--- config.mk ---
export PLATFORM = sky130hd
export DESIGN_NAME = sensor_log_record_parser
export DESIGN_NICKNAME = d
export VERILOG_FILES = /design/src/slrp_pkg.sv /design/src/slrp_char_decode.sv /design/src/slrp_field_acc.sv /design/src/sensor_log_record_parser.sv
export SDC_FILE = /design/constraint.sdc
export NUM_CORES = 1
export LEC_CHECK = 0
export BUFFER_PORTS_ARGS = -buffer_cell sky130_fd_sc_hd__buf_4
export CAP_MARGIN = 20
export CELL_PAD_IN_SITES_DETAIL_PLACEMENT = 1
export CELL_PAD_IN_SITES_GLOBAL_PLACEMENT = 1
export CORE_AREA = 2 2 138 140
export CTS_BUF_LIST = sky130_fd_sc_hd__clkbuf_2
export DETAILED_ROUTE_END_ITERATION = 6
export DIE_AREA = 0 0 140 142
export GPL_ROUTABILITY_DRIVEN = 0
export PLACE_DENSITY = 0.84
export SYNTH_ARGS = -nofsm -noshare
export SYNTH_HDL_FRONTEND = slang
export SYNTH_SLANG_ARGS = --single-unit
--- constraint.sdc ---
create_clock -name clk -period 10.2 [get_ports clk]
set_input_delay 0.51 -clock clk [delete_from_list [all_inputs] [get_ports clk]]
set_output_delay 0.51 -clock clk [all_outputs]
set_load 0.005 [all_outputs]
--- src/slrp_pkg.sv ---
// Package of shared types and constants for the sensor log record parser.
package slrp_pkg;

	// Record layout
	localparam int RecLen = 30;
	localparam int PosW = 5;
	localparam int NumDtFields = 5;
	localparam int GrpW = 3;
	localparam logic [PosW-1:0] LastPos = PosW'(RecLen - 1);

	// Field widths
	localparam int YearW = 14;
	localparam int TwoDigW = 7;
	localparam int BattW = 13;
	localparam int WordW = 16;
	localparam int OutDataW = 96;

	// Battery byte scale factor
	localparam logic [4:0] BatteryScale = 5'd30;

	// What one character position does
	typedef enum logic [2:0] {
		K_YEAR_FIRST,
		K_YEAR_NEXT,
		K_DT_FIRST,
		K_DT_SECOND,
		K_HEX_FIRST,
		K_HEX_NEXT,
		K_SKIP
	} pos_kind_t;

	// Decoded character and position class
	typedef struct packed {
		logic [3:0]       dec_val;
		logic [3:0]       hex_val;
		pos_kind_t        kind;
		logic [GrpW-1:0]  grp;
		logic [PosW-1:0]  pos;
	} char_info_t;

	// One parsed record
	typedef struct packed {
		logic [YearW-1:0]   year;
		logic [TwoDigW-1:0] month;
		logic [TwoDigW-1:0] day;
		logic [TwoDigW-1:0] hour;
		logic [TwoDigW-1:0] minute;
		logic [TwoDigW-1:0] second;
		logic [BattW-1:0]   battery_level;
		logic [WordW-1:0]   temperature_tenths;
		logic [WordW-1:0]   humidity_tenths;
	} record_t;

	// Status from the accumulator to the top level
	typedef struct packed {
		logic            fire;
		logic [PosW-1:0] position;
	} acc_status_t;

endpackage

--- src/slrp_char_decode.sv ---
// Character and position decoder of the sensor log record parser.
module slrp_char_decode (
	input  logic [7:0]                 char_code,
	input  logic                       line_start,
	input  logic [slrp_pkg::PosW-1:0]  position_q,
	output slrp_pkg::char_info_t       info
);

	logic [slrp_pkg::PosW-1:0] pos;

	// Realignment forces the current character to the first position.
	assign pos = line_start ? '0 : position_q;

	// Digit values and position class of the current character.
	always_comb begin
		// Decimal and hex digit values; anything else counts as zero.
		info.dec_val = 4'd0;
		info.hex_val = 4'd0;
		if (char_code >= 8'h30 && char_code <= 8'h39) begin
			info.dec_val = 4'(char_code - 8'h30);
			info.hex_val = 4'(char_code - 8'h30);
		end else if (char_code >= 8'h61 && char_code <= 8'h66) begin
			info.hex_val = 4'(char_code - 8'h57);
		end else if (char_code >= 8'h41 && char_code <= 8'h46) begin
			info.hex_val = 4'(char_code - 8'h37);
		end

		// Position class: digit groups, separators and hex groups.
		info.pos = pos;
		info.grp = '0;
		unique case (pos)
			5'd0: info.kind = slrp_pkg::K_YEAR_FIRST;
			5'd1, 5'd2, 5'd3: info.kind = slrp_pkg::K_YEAR_NEXT;
			5'd5: begin info.kind = slrp_pkg::K_DT_FIRST; info.grp = 3'd0; end
			5'd6: begin info.kind = slrp_pkg::K_DT_SECOND; info.grp = 3'd0; end
			5'd8: begin info.kind = slrp_pkg::K_DT_FIRST; info.grp = 3'd1; end
			5'd9: begin info.kind = slrp_pkg::K_DT_SECOND; info.grp = 3'd1; end
			5'd11: begin info.kind = slrp_pkg::K_DT_FIRST; info.grp = 3'd2; end
			5'd12: begin info.kind = slrp_pkg::K_DT_SECOND; info.grp = 3'd2; end
			5'd14: begin info.kind = slrp_pkg::K_DT_FIRST; info.grp = 3'd3; end
			5'd15: begin info.kind = slrp_pkg::K_DT_SECOND; info.grp = 3'd3; end
			5'd17: begin info.kind = slrp_pkg::K_DT_FIRST; info.grp = 3'd4; end
			5'd18: begin info.kind = slrp_pkg::K_DT_SECOND; info.grp = 3'd4; end
			5'd20, 5'd22, 5'd26: info.kind = slrp_pkg::K_HEX_FIRST;
			5'd21, 5'd23, 5'd24, 5'd25, 5'd27, 5'd28, 5'd29:
				info.kind = slrp_pkg::K_HEX_NEXT;
			default: info.kind = slrp_pkg::K_SKIP;
		endcase
	end

endmodule

--- src/slrp_field_acc.sv ---
// Field accumulators and record assembly of the sensor log record parser.
module slrp_field_acc (
	input  logic                     clk,
	input  logic                     arst_n,
	input  logic                     accept,
	input  slrp_pkg::char_info_t     info,
	output logic [slrp_pkg::PosW-1:0] position_q,
	output slrp_pkg::acc_status_t    status,
	output slrp_pkg::record_t        rec
);

	logic [slrp_pkg::YearW-1:0]   year_acc_q;
	logic [3:0]                   two_digit_acc_q;
	logic [slrp_pkg::TwoDigW-1:0] dt_fields_q [slrp_pkg::NumDtFields];
	logic [slrp_pkg::WordW-1:0]   hex_acc_q;
	logic [slrp_pkg::BattW-1:0]   battery_q;
	logic [slrp_pkg::WordW-1:0]   temperature_q;

	logic [slrp_pkg::YearW-1:0]   year_next;
	logic [slrp_pkg::TwoDigW-1:0] two_digit_val;
	logic [slrp_pkg::WordW-1:0]   hex_next;
	logic [slrp_pkg::BattW-1:0]   battery_next;

	// Next values of the accumulators for the current character.
	assign year_next = (info.kind == slrp_pkg::K_YEAR_FIRST)
		? slrp_pkg::YearW'(info.dec_val)
		: slrp_pkg::YearW'({year_acc_q, 3'b000} + {year_acc_q, 1'b0}
			+ slrp_pkg::YearW'(info.dec_val));
	assign two_digit_val = slrp_pkg::TwoDigW'({two_digit_acc_q, 3'b000}
		+ {two_digit_acc_q, 1'b0} + info.dec_val);
	assign hex_next = (info.kind == slrp_pkg::K_HEX_FIRST)
		? slrp_pkg::WordW'(info.hex_val)
		: {hex_acc_q[slrp_pkg::WordW-5:0], info.hex_val};
	// The battery byte never exceeds eight bits, since its group starts with a load.
	assign battery_next = slrp_pkg::BattW'(hex_next[7:0] * slrp_pkg::BatteryScale);

	// The record completes on the last hex digit.
	assign status.fire = accept && (info.pos == slrp_pkg::LastPos);
	assign status.position = position_q;

	// Parser state, updated on each accepted transfer.
	always_ff @(posedge clk or negedge arst_n) begin
		if (!arst_n) begin
			position_q <= '0;
			year_acc_q <= '0;
			two_digit_acc_q <= '0;
			for (int k = 0; k < slrp_pkg::NumDtFields; k++) dt_fields_q[k] <= '0;
			hex_acc_q <= '0;
			battery_q <= '0;
			temperature_q <= '0;
		end else if (accept) begin
			position_q <= (info.pos >= slrp_pkg::LastPos) ? '0 : info.pos + 1'b1;
			unique case (info.kind)
				slrp_pkg::K_YEAR_FIRST, slrp_pkg::K_YEAR_NEXT: year_acc_q <= year_next;
				slrp_pkg::K_DT_FIRST: two_digit_acc_q <= info.dec_val;
				slrp_pkg::K_DT_SECOND: dt_fields_q[info.grp] <= two_digit_val;
				slrp_pkg::K_HEX_FIRST, slrp_pkg::K_HEX_NEXT: begin
					hex_acc_q <= hex_next;
					if (info.pos == 5'd21) battery_q <= battery_next;
					if (info.pos == 5'd25) temperature_q <= hex_next;
				end
				slrp_pkg::K_SKIP: ;
				default: ;
			endcase
		end
	end

	// Record as it stands, with the current character applied to the humidity word.
	always_comb begin
		rec.year = year_acc_q;
		rec.month = dt_fields_q[0];
		rec.day = dt_fields_q[1];
		rec.hour = dt_fields_q[2];
		rec.minute = dt_fields_q[3];
		rec.second = dt_fields_q[4];
		rec.battery_level = battery_q;
		rec.temperature_tenths = temperature_q;
		rec.humidity_tenths = hex_next;
	end

endmodule

--- src/sensor_log_record_parser.sv ---
// Top level of the sensor log record parser: stream ports and result register.
//
// The block takes one ASCII character per transfer on the slave stream and
// parses fixed 30-character records "YYYY-MM-DDThh:mm:ss BBTTTTHHHH".
// s_tuser high marks the first character of a record and realigns parsing.
// Records may also follow one another without the marker.
// After the 30th character one parsed record appears on the master stream
// in the next cycle, held in a result register until the receiver takes it.
// A new character is accepted every cycle while s_tready is high, one per
// cycle sustained; the rate is set by the decode and accumulate path.
// While a result waits and m_tready is low, s_tready drops, so characters
// stall only while the result register is full and not being drained.
// Reset clears the position and all accumulators and empties the result
// register. Decimal positions treat non-digits as zero, hex positions treat
// non-hex characters as zero, and separator positions are ignored.
module sensor_log_record_parser (
	input  logic        clk,
	input  logic        arst_n,
	input  logic        s_tvalid,
	output logic        s_tready,
	input  logic [7:0]  s_tdata,  // [7:0] char_code
	input  logic        s_tuser,  // [0] line_start
	output logic        m_tvalid,
	input  logic        m_tready,
	// [13:0] year, [20:14] month, [27:21] day, [34:28] hour, [41:35] minute,
	// [48:42] second, [61:49] battery_level, [77:62] temperature_tenths,
	// [93:78] humidity_tenths, [95:94] zero
	output logic [95:0] m_tdata
);

	logic                      accept;
	logic [slrp_pkg::PosW-1:0] position_q;
	slrp_pkg::char_info_t      info;
	slrp_pkg::acc_status_t     status;
	slrp_pkg::record_t         rec;
	logic                      out_valid_q;
	logic [slrp_pkg::OutDataW-1:0] out_data_q;

	// Input transfer takes place when the result register can take a record.
	assign s_tready = !out_valid_q || m_tready;
	assign accept = s_tvalid && s_tready;

	slrp_char_decode u_decode (
		.char_code (s_tdata),
		.line_start(s_tuser),
		.position_q(position_q),
		.info      (info)
	);

	slrp_field_acc u_acc (
		.clk       (clk),
		.arst_n    (arst_n),
		.accept    (accept),
		.info      (info),
		.position_q(position_q),
		.status    (status),
		.rec       (rec)
	);

	// Result register.
	always_ff @(posedge clk or negedge arst_n) begin
		if (!arst_n) begin
			out_valid_q <= 1'b0;
		end else if (status.fire) begin
			out_valid_q <= 1'b1;
		end else if (m_tready) begin
			out_valid_q <= 1'b0;
		end
	end

	always_ff @(posedge clk) begin
		if (status.fire) begin
			out_data_q <= {2'b00, rec.humidity_tenths, rec.temperature_tenths,
				rec.battery_level, rec.second, rec.minute, rec.hour, rec.day,
				rec.month, rec.year};
		end
	end

	assign m_tvalid = out_valid_q;
	assign m_tdata = out_data_q;

	// The position never leaves the record.
	a_pos_range: assert property (@(posedge clk) disable iff (!arst_n)
		status.position <= slrp_pkg::LastPos)
		else $error("position out of record range");

	// A completed record shows up next cycle and parsing wraps to the start.
	a_fire_out: assert property (@(posedge clk) disable iff (!arst_n)
		status.fire |=> (m_tvalid && status.position == '0))
		else $error("completed record not presented");

	// A realigning character is always taken as the first position.
	a_realign: assert property (@(posedge clk) disable iff (!arst_n)
		(accept && s_tuser) |=> (status.position == 5'd1))
		else $error("line start did not realign position");

endmodule

==> metrics.md, run 1 <==
| Metric | Value |
|---|---|
| Outcome | finished, violations left |
| Failing checks | design-rule violations |
| Number of antenna-violating nets in the routed design | 0 |
| Synth Flop Type | dfrtp_1 |
| Max VDD drop | 0.0000665 V |
| Commonest cells in the netlist | 99 x dfrtp_1, 93 x edfxtp_1, 62 x mux2_1 |
| Die X-Extent | 140 µm |
| CP Max Fanout | 16 |
| Post-Syn Area | 8990 µm² |
| Worst-skew pair later-pin latency | 0.84 ns |
| CP startpoint kind | flop |
| Total CTS buffers | 17 |
| Adder-Cell Fraction of Synth Area | 10.4% |
| Measured slew at the worst slew-check pin | 0.927 ns |
| Fmax | 0.197 GHz |
| FP Rows | 50 |
| Top-area cell type share of the netlist area | 31.1% |
| Leakage | 5.01 nW |
| Setup violators final | 0 |
| Yosys cell types | 70 |
| Final hold viol count | 0 |
| Area contributors post-synth | edfxtp_1 31%, dfrtp_1 28%, mux2_1 7.8% |
| Post-synth EDFFs | 93 |
| Initial antenna violation count | 1 |
| Crit Path Class | flop to flop |
| Total number of vias | 5607 |
| Mux share of post-synthesis cell area | 9.92% |
| Total grt overflow | 0 |
| Clock-pin transition on the worst setup and hold timing paths | 0.27 ns |
| Routed length on met3 | 776 µm |
| Ys Warns | 0 |
| Crit end category | flop |
| Largest net degree at the start of global routing | 83 |
| Final hold slack | 0.0801 ns |
| Met1 Wirelength | 8500 µm |
| DP Wirelength | 15200 µm |
| Gr usage total | 21.8% |
| H-tree depth | 4 |
| Clock Tree Buf Depth | 2 |
| Mapped Avg Cell Area | 14.0 µm² |
| RSZ-0062 raised after global routing | false |
| DR DRC count | 15 |
| Clk sinks | 192 |
| Nets | 834 |
| IO Port Bufs | 107 |
| Compound-Gate Fraction of Synth Area | 7.97% |
| Largest family of logic cells by synthesized area | adder cells |
| First-pass GRT wire length | 33400 µm |
| Max-slew headroom | 37.9% |
| PwrDens | 130 nW/µm² |
| Vias in the first global route | 6099 |
| Max_cap viols | 0 |
| Critical path arrival | 5.80 ns |
| Sequential area share after synthesis | 58.6% |
| Fin crit share | 49.7% |
| Initial core utilization | 48.7% |
| #FFs+latches synth | 192 |
| DRT Pass-1 Iters | 7 |
| Die Area | 19900 µm² |
| Area grow syn2layout | 14.2% |
| DR vias/cell | 5.59 |
| Total core area | 18500 µm² |
| Biggest area consumer among synthesized cells | edfxtp_1 |
| Simple-Gate Fraction of Synth Area | 8.31% |
| Min cycle time layout | 5.07 ns |
| Dominant cell by count in the synthesized netlist | dfrtp_1 |
| Clock Root Buffer | clkbuf_2 |
| Met2 wire len | 11100 µm |
| WL/cell | 20.8 µm |
| WP data required | 10.93 ns |
| Setup Skew | 0.0502 ns |
| Highest Signal Layer | met4 |
| Post-cts resize count | 0 |
| Slew Limit Fails | 0 |
| I/O pin total | 111 |
| Final wirelength | 20900 µm |
| Hold Path Class | input port to flop |
| Xor/xnor cell area share of the yosys netlist | 2.43% |
| Die height | 142 µm |
| Starting DRT DRC Count | 302 |
| Final TNS setup | 0 ns |
| Share of layout cells above drive strength 1 | 22.1% |
| Async SR Flop Fraction | 51.6% |
| TritonCTS clock tree | yes |
| Cell count after synthesis | 644 |
-- per-stage QoR --
step                total power [mW]  setup WS, ns  std cells  utilization (%)  cell area [µm²]
floorplan                      0.952          2.13        646                -             9000
CTS                             1.34          5.11       1001             55.5            10200
finish                          1.34          5.13       1003             55.6            10300
global route                    1.40          4.76       1003             55.6            10300
global placement               0.984          5.48        967             54.2            10000
detailed placement             0.996          5.16        967             54.2            10000
-- worst max-delay path: stages, from the launching register on --
cell	delay (ns)
dfrtp_1	0.73
and2b_1	0.28
nand2_1	0.14
nor2_1	0.17
ha_1	0.30
nor4_2	0.09
buf_4	0.19
nor2b_1	0.55
xor2_1	0.16
ha_1	0.21
a21o_1	0.17
fa_1	0.48
ha_1	0.38
nand2_1	0.11
o21ai_0	0.27
nand2_1	0.13
a311o_1	0.33
mux2_1	0.29
-- worst paths after layout --
check                                        start                 endpoint  slack, ns  cells after the start
min reg2reg                u_acc.temperature_q[11]              m_tdata[73]       0.47                      0
max in group asynchronous                   arst_n   u_acc.temperature_q[1]       8.85                      3
min                                     s_tdata[0]            u_acc.rec[45]       0.08                      3
max reg2reg                    u_acc.position_q[3]      u_acc.battery_q[12]       5.13                     17
min in group asynchronous                   arst_n  u_acc.temperature_q[15]       0.19                      2
max                            u_acc.position_q[3]      u_acc.battery_q[12]       5.13                     17
-- metal layers --
metal  global-route usage, %  vias up
met2                    39.0      125
li1                        -     2583
met3                    3.43       38
met5                       0        -
met1                    26.8     2861
met4                    8.03        0
-- kinds of logic (layout without fill, tap and decap cells) --
| group | after synthesis | in the layout |
|---|---|---|
| adders and majority gates | 66 | 66 |
| xor gates and xnor gates | 25 | 25 |
| buffers and inverters | 47 | 169 |
| AOI/OAI and AO/OA | 103 | 103 |
| muxes | 78 | 78 |
| and+or+nand+nor | 132 | 132 |
| DFF | 192 | 192 |
| other | 1 | 4 |
-- sequential cells by signal (all words and copies together) (netlist names) --
| signal | count |
|---|---|
| u_acc.battery_q | 12 |
| m_tvalid | 1 |
| u_acc.temperature_q | 16 |
| u_acc.year_acc_q | 14 |
| u_acc.two_digit_acc_q | 4 |
| u_acc.hex_acc_q | 12 |
| u_acc.rec | 35 |
| u_acc.position_q | 5 |
| m_tdata | 93 |
-- where the power goes --
part | internal, mW | leakage, nW | switching [mW]
Combinational | 0.0528 | 2.54 | 0.0853
Clock | 0.0753 | 0.138 | 0.279
Sequential | 0.820 | 2.33 | 0.0242
-- layout by cell type (no fill, tap or decap), types with 5 or more instances in the layout --
master | Yosys | layout
a211oi_1 | 6 | 6
a21o_1 | 15 | 15
a21oi_1 | 19 | 19
buf_4 | 8 | 110
clkbuf_2 | 0 | 18
clkinv_4 | 0 | 5
dfrtp_1 | 99 | 99
edfxtp_1 | 93 | 93
fa_1 | 14 | 14
ha_1 | 52 | 52
inv_1 | 24 | 24
mux2_1 | 62 | 62
mux2_2 | 11 | 11
nand2_1 | 33 | 33
nand3_1 | 10 | 10
nor2_1 | 24 | 24
nor2b_1 | 18 | 18
o21ai_0 | 12 | 12
o21ai_1 | 7 | 7
o21bai_1 | 6 | 6
o31ai_1 | 9 | 9
o41ai_1 | 5 | 5
xnor2_1 | 15 | 15
xor2_1 | 10 | 10
-- area by class of cell --
type | instances | area [µm²]
inverters | 24 | 90.1
flip-flops and latches | 192 | 5270
diodes | 1 | 2.50
fillers | 1832 | 8190
clock buffers | 18 | 90.1
clock inverters | 14 | 126
repair buffers | 113 | 873
well taps | 234 | 293
multi-input cells | 407 | 3520
-- what timing repair did --
action	CTS	global route
setup buffers	0	0
hold buffers	2	0
endpoints found under the hold margin	45	0
No activity file was read; power rests on OpenSTA's default activity.
==> run 2: changes to the inputs <==
clock period = 4.8 ns   (was 10.2 ns; I/O delays follow)
==> metrics.md, run 2 (synthesized netlist as in run 1, its figures left out) <==
| Metric | Value |
|---|---|
| Outcome | finished, violations left |
| Failing checks | design-rule violations |
| Commonest non-fill, non-tap cell in the layout | buf_4 |
| Final instance area | 10400 µm² |
| Crit-path cells | nor4bb_1 > a32o_1 > nor4_4 > buf_4 > nor2b_1 > inv_1 > fa_1 > inv_1 > ha_1 > ha_1 > a21oi_1 > o21ai_0 > and3_1 > a311o_1 > mux2_1 |
| Leakage | 5.10 nW |
| WL/cell | 20.9 µm |
| Die X-Extent | 140 µm |
| Delay of the slowest critical-path stage | 0.60 ns |
| Fmax | 0.223 GHz |
| DP Wirelength | 15900 µm |
| Final wirelength | 21300 µm |
| Measured slew at the worst slew-check pin | 0.873 ns |
| Max VDD drop | 0.000137 V |
| Cell area after placement | 10100 µm² |
| DR vias/cell | 5.57 |
| Clock-pin transition on the worst setup and hold timing paths | 0.28 ns |
| Worst Reg-to-Reg Cells | 15 |
| Final TNS setup | 0 ns |
| Share of layout cells above drive strength 1 | 23.6% |
| Total number of vias | 5685 |
| Die Area | 19900 µm² |
| Setup Skew | 0.0259 ns |
| RR Startpoint | u_acc.position_q[0] |
| WHS Path Cells | 4 |
| First-pass GRT wire length | 34600 µm |
| Total CTS buffers | 17 |
| Max-slew headroom | 41.5% |
| CP Max Fanout | 17 |
| PwrDens | 273 nW/µm² |
| Worst-skew pair later-pin latency | 0.78 ns |
| Crit end category | flop |
| Final hold viol count | 0 |
| Die height | 142 µm |
| Hold endpoint | u_acc.two_digit_acc_q[3] |
| Clock Tree Buf Depth | 2 |
| Final Util | 56.5% |
| I/O pin total | 111 |
| Total core area | 18500 µm² |
| DR DRC count | 11 |
| Slowest cell on the critical path | dfrtp_2 |
| Most frequent cells in the layout | 121 x buf_4, 96 x dfrtp_1, 93 x edfxtp_1 |
| # fillers | 1813 |
| CP bufs+invs | 3 |
| Stages on worst setup path | 15 |
| Hold Path Class | input port to flop |
| Critical path startpoint | u_acc.position_q[0] |
| Starting DRT DRC Count | 338 |
| H-tree depth | 4 |
| WP data required | 5.51 ns |
| Fin crit share | 93.4% |
| FP Rows | 50 |
| Max_cap viols | 0 |
| Worst hold start | s_tdata[3] |
| Number of antenna-violating nets in the routed design | 0 |
| RSZ-0062 raised after global routing | false |
| Min cycle time layout | 4.48 ns |
| Post-CTS Setup Bufs | 0 |
| Nets | 851 |
| TritonCTS clock tree | yes |
| Tot Pwr | 2.85 mW |
| Initial core utilization | 48.7% |
| FF-to-FF setup slack | 0.32 ns |
| Area grow syn2layout | 16.0% |
| Slew Limit Fails | 0 |
| CP startpoint kind | flop |
| Critical path arrival | 5.19 ns |
| Worst r2r dst | u_acc.battery_q[12] |
| Largest delay contributor family on the critical path | adder cells |
| Max FFs per register | 93 |
| Setup violators final | 0 |
| Gr usage total | 22.6% |
| Initial antenna violation count | 1 |
| Clk sinks | 192 |
| Crit Path Class | flop to flop |
| Vias in the first global route | 6254 |
| Total grt overflow | 0 |
| Largest net degree at the start of global routing | 62 |
| Clock Root Buffer | clkbuf_2 |
| IO Port Bufs | 107 |
| DRT Pass-1 Iters | 7 |
run 2: worst max-delay path by stage:
stage                                endpoint
after floorplan           u_acc.battery_q[12]
after global placement    u_acc.battery_q[12]
after detailed placement  u_acc.battery_q[12]
after CTS                 u_acc.battery_q[12]
after global routing      u_acc.battery_q[12]
final                     u_acc.battery_q[12]
run 2: layout make-up:
type / count / area, µm² / area share, %
repair buffers: 130 / 1020 / 9.74
inverters: 24 / 90.1 / 0.864
multi-input cells: 407 / 3540 / 33.9
clock buffers: 17 / 85.1 / 0.816
clock inverters: 15 / 129 / 1.24
diodes: 1 / 2.50 / 0.0240
well taps: 234 / 293 / 2.81
flip-flops and latches: 192 / 5270 / 50.6
run 2: power breakdown:
group	total, mW	switching, mW	internal, mW
Sequential	1.78	0.0404	1.74
Combinational	0.322	0.200	0.122
Clock	0.742	0.587	0.155
run 2: routing by layer:
layer | track usage, % | share of wire, % | wire length (µm) | vias to the layer above
met5 | 0 | 0 | 0 | -
met4 | 8.51 | 1.9 | 401 | 0
met3 | 3.40 | 2.8 | 587 | 30
met2 | 40.7 | 54 | 11500 | 110
met1 | 27.8 | 41 | 8810 | 2926
li1 | - | - | - | 2619
run 2: what timing repair did:
action | 4_1_cts | 5_1_grt
resized for setup | 0 | 5
endpoints found under the setup margin | 0 | 4
hold buffers | 9 | 0
hold endpoints to repair | 67 | 0
run 2: tightest hold or removal path, delay by kind of cell:
kind	cells	cell delay (ns)
buffers and inverters	2	0.27
multiplexers	1	0.15
AND/OR/NAND/NOR	1	0.18
run 2: per-stage QoR:
step	hold slack, ns	setup slack, ns	std cells
floorplan	-0.0556	0.504	646
global placement	0.330	0.472	978
detailed placement	0.330	0.242	978
CTS	0.00857	0.171	1019
global route	-0.00662	0.0461	1020
finish	0.0759	0.319	1020
==> run 3: changes to the inputs <==
CAP_MARGIN = unset   (was 20)
HOLD_SLACK_MARGIN = 0.1   (was unset)
==> metrics.md, run 3 (synthesized netlist as in run 1, its figures left out) <==
| Metric | Value |
|---|---|
| WP data required | 5.52 ns |
| Final Util | 56.9% |
| Initial antenna violation count | 1 |
| Total grt overflow | 0 |
| RSZ-0062 raised after global routing | false |
| Clock Root Buffer | clkbuf_2 |
| Most frequent cells in the layout | 121 x buf_4, 96 x dfrtp_1, 93 x edfxtp_1 |
| Cell area after placement | 10100 µm² |
| Fin worst setup slack | 0.286 ns |
| WHS Path Cells | 4 |
| Total number of vias | 5770 |
| Clock Tree Buf Depth | 2 |
| Total core area | 18500 µm² |
| Area grow syn2layout | 16.9% |
| RR Startpoint | u_acc.position_q[0] |
| Final hold slack | 0.209 ns |
| Setup Skew | 0.0263 ns |
| Crit end category | flop |
| Die Area | 19900 µm² |
| Vias in the first global route | 6331 |
| Starting DRT DRC Count | 352 |
| CP startpoint kind | input port |
| Worst hold start | s_tdata[4] |
| Share of layout cells above drive strength 1 | 23.5% |
| Min cycle time layout | 4.51 ns |
| Final instance area | 10500 µm² |
| Gr usage total | 23.1% |
| Crit Path Class | input port to flop |
| Die height | 142 µm |
| DR DRC count | 22 |
| Final TNS setup | 0 ns |
| Number of antenna-violating nets in the routed design | 0 |
| Failing checks | design-rule violations |
| Fin crit share | 94.0% |
| H-tree depth | 4 |
| Max FFs per register | 93 |
| Commonest non-fill, non-tap cell in the layout | buf_4 |
| Final hold viol count | 0 |
| I/O pin total | 111 |
| Worst r2r dst | u_acc.battery_q[12] |
| Largest net degree at the start of global routing | 62 |
| Worst Reg-to-Reg Cells | 15 |
| Max_cap viols | 0 |
| Clock-pin transition on the worst setup and hold timing paths | 0.27 ns |
| Max VDD drop | 0.000140 V |
| Total CTS buffers | 17 |
| Initial core utilization | 48.7% |
| DRT Pass-1 Iters | 7 |
| Measured slew at the worst slew-check pin | 0.850 ns |
| Slew Limit Fails | 0 |
| First-pass GRT wire length | 35200 µm |
| Nets | 858 |
| CP Max Fanout | 5 |
| Setup WS pre-CTS | 0.242 ns |
| Die X-Extent | 140 µm |
| FP Rows | 50 |
| Critical path arrival | 5.23 ns |
| IO Port Bufs | 107 |
| Clk sinks | 192 |
| DP Wirelength | 15900 µm |
| WL/cell | 21.4 µm |
| Outcome | finished, violations left |
| Setup violators final | 0 |
| Worst-skew pair later-pin latency | 0.79 ns |
| Hold Path Class | input port to flop |
| DR vias/cell | 5.61 |
| Max-slew headroom | 43.1% |
| Fmax | 0.222 GHz |
| Hold endpoint | m_tdata[78] |
| Final wirelength | 22000 µm |
| FF-to-FF setup slack | 0.33 ns |
| PwrDens | 272 nW/µm² |
| TritonCTS clock tree | yes |
| Leakage | 5.13 nW |
run 3: how the worst max path moves through the flow:
stage | startpoint | endpoint | cells after the start
finish | s_tdata[7] | u_acc.battery_q[12] | 16
global route | u_acc.position_q[0] | u_acc.battery_q[12] | 15
CTS | u_acc.position_q[0] | u_acc.battery_q[12] | 15
detailed placement | u_acc.position_q[0] | u_acc.battery_q[12] | 15
global placement | s_tdata[3] | u_acc.battery_q[12] | 14
floorplan | u_acc.position_q[3] | u_acc.battery_q[12] | 20
run 3: metal layers:
| layer | up-vias | share of wire, % | GRT usage, % |
|---|---|---|---|
| met3 | 44 | 3.7 | 3.57 |
| met4 | 0 | 2.7 | 9.78 |
| met2 | 138 | 53 | 41.0 |
| li1 | 2635 | - | - |
| met1 | 2953 | 40 | 28.3 |
| met5 | - | 0 | 0 |
run 3: power by group:
part / switching, mW / internal (mW) / leakage [nW]
logic: 0.203 / 0.128 / 2.67
registers: 0.0402 / 1.74 / 2.33
clock network: 0.591 / 0.155 / 0.135
total: 0.834 / 2.03 / 5.13
run 3: stage by stage:
step | total power, mW | cells
after floorplan | 2.02 | 646
after global placement | 2.10 | 978
after detailed placement | 2.13 | 978
after CTS | 2.88 | 1026
after global routing | 2.98 | 1027
final | 2.86 | 1029
run 3: final cells by class:
class	count	area [µm²]
clock inverters	15	129
clock buffers	17	85.1
inverters	24	90.1
multi-input cells	407	3550
flip-flops and latches	192	5270
fillers	1808	7950
diodes	3	7.51
repair buffers	137	1090
well taps	234	293
run 3: worst max-delay path: stages:
cell           delay [ns]
dlygate4sd3_1        0.56
buf_4                0.15
nor4bb_2             0.44
dlygate4sd3_1        0.65
and3_1               0.34
a21o_1               0.15
inv_1                0.06
fa_1                 0.51
inv_1                0.07
fa_1                 0.48
ha_1                 0.32
a211oi_1             0.35
o211ai_1             0.18
and3_1               0.18
a311o_1              0.26
mux2_1               0.27
run 3: repair_timing:
action	in CTS	in global routing
setup endpoints to repair	0	4
buffers inserted	0	0
gates resized for setup	0	6
hold endpoints to repair	74	0
hold buffers	16	0
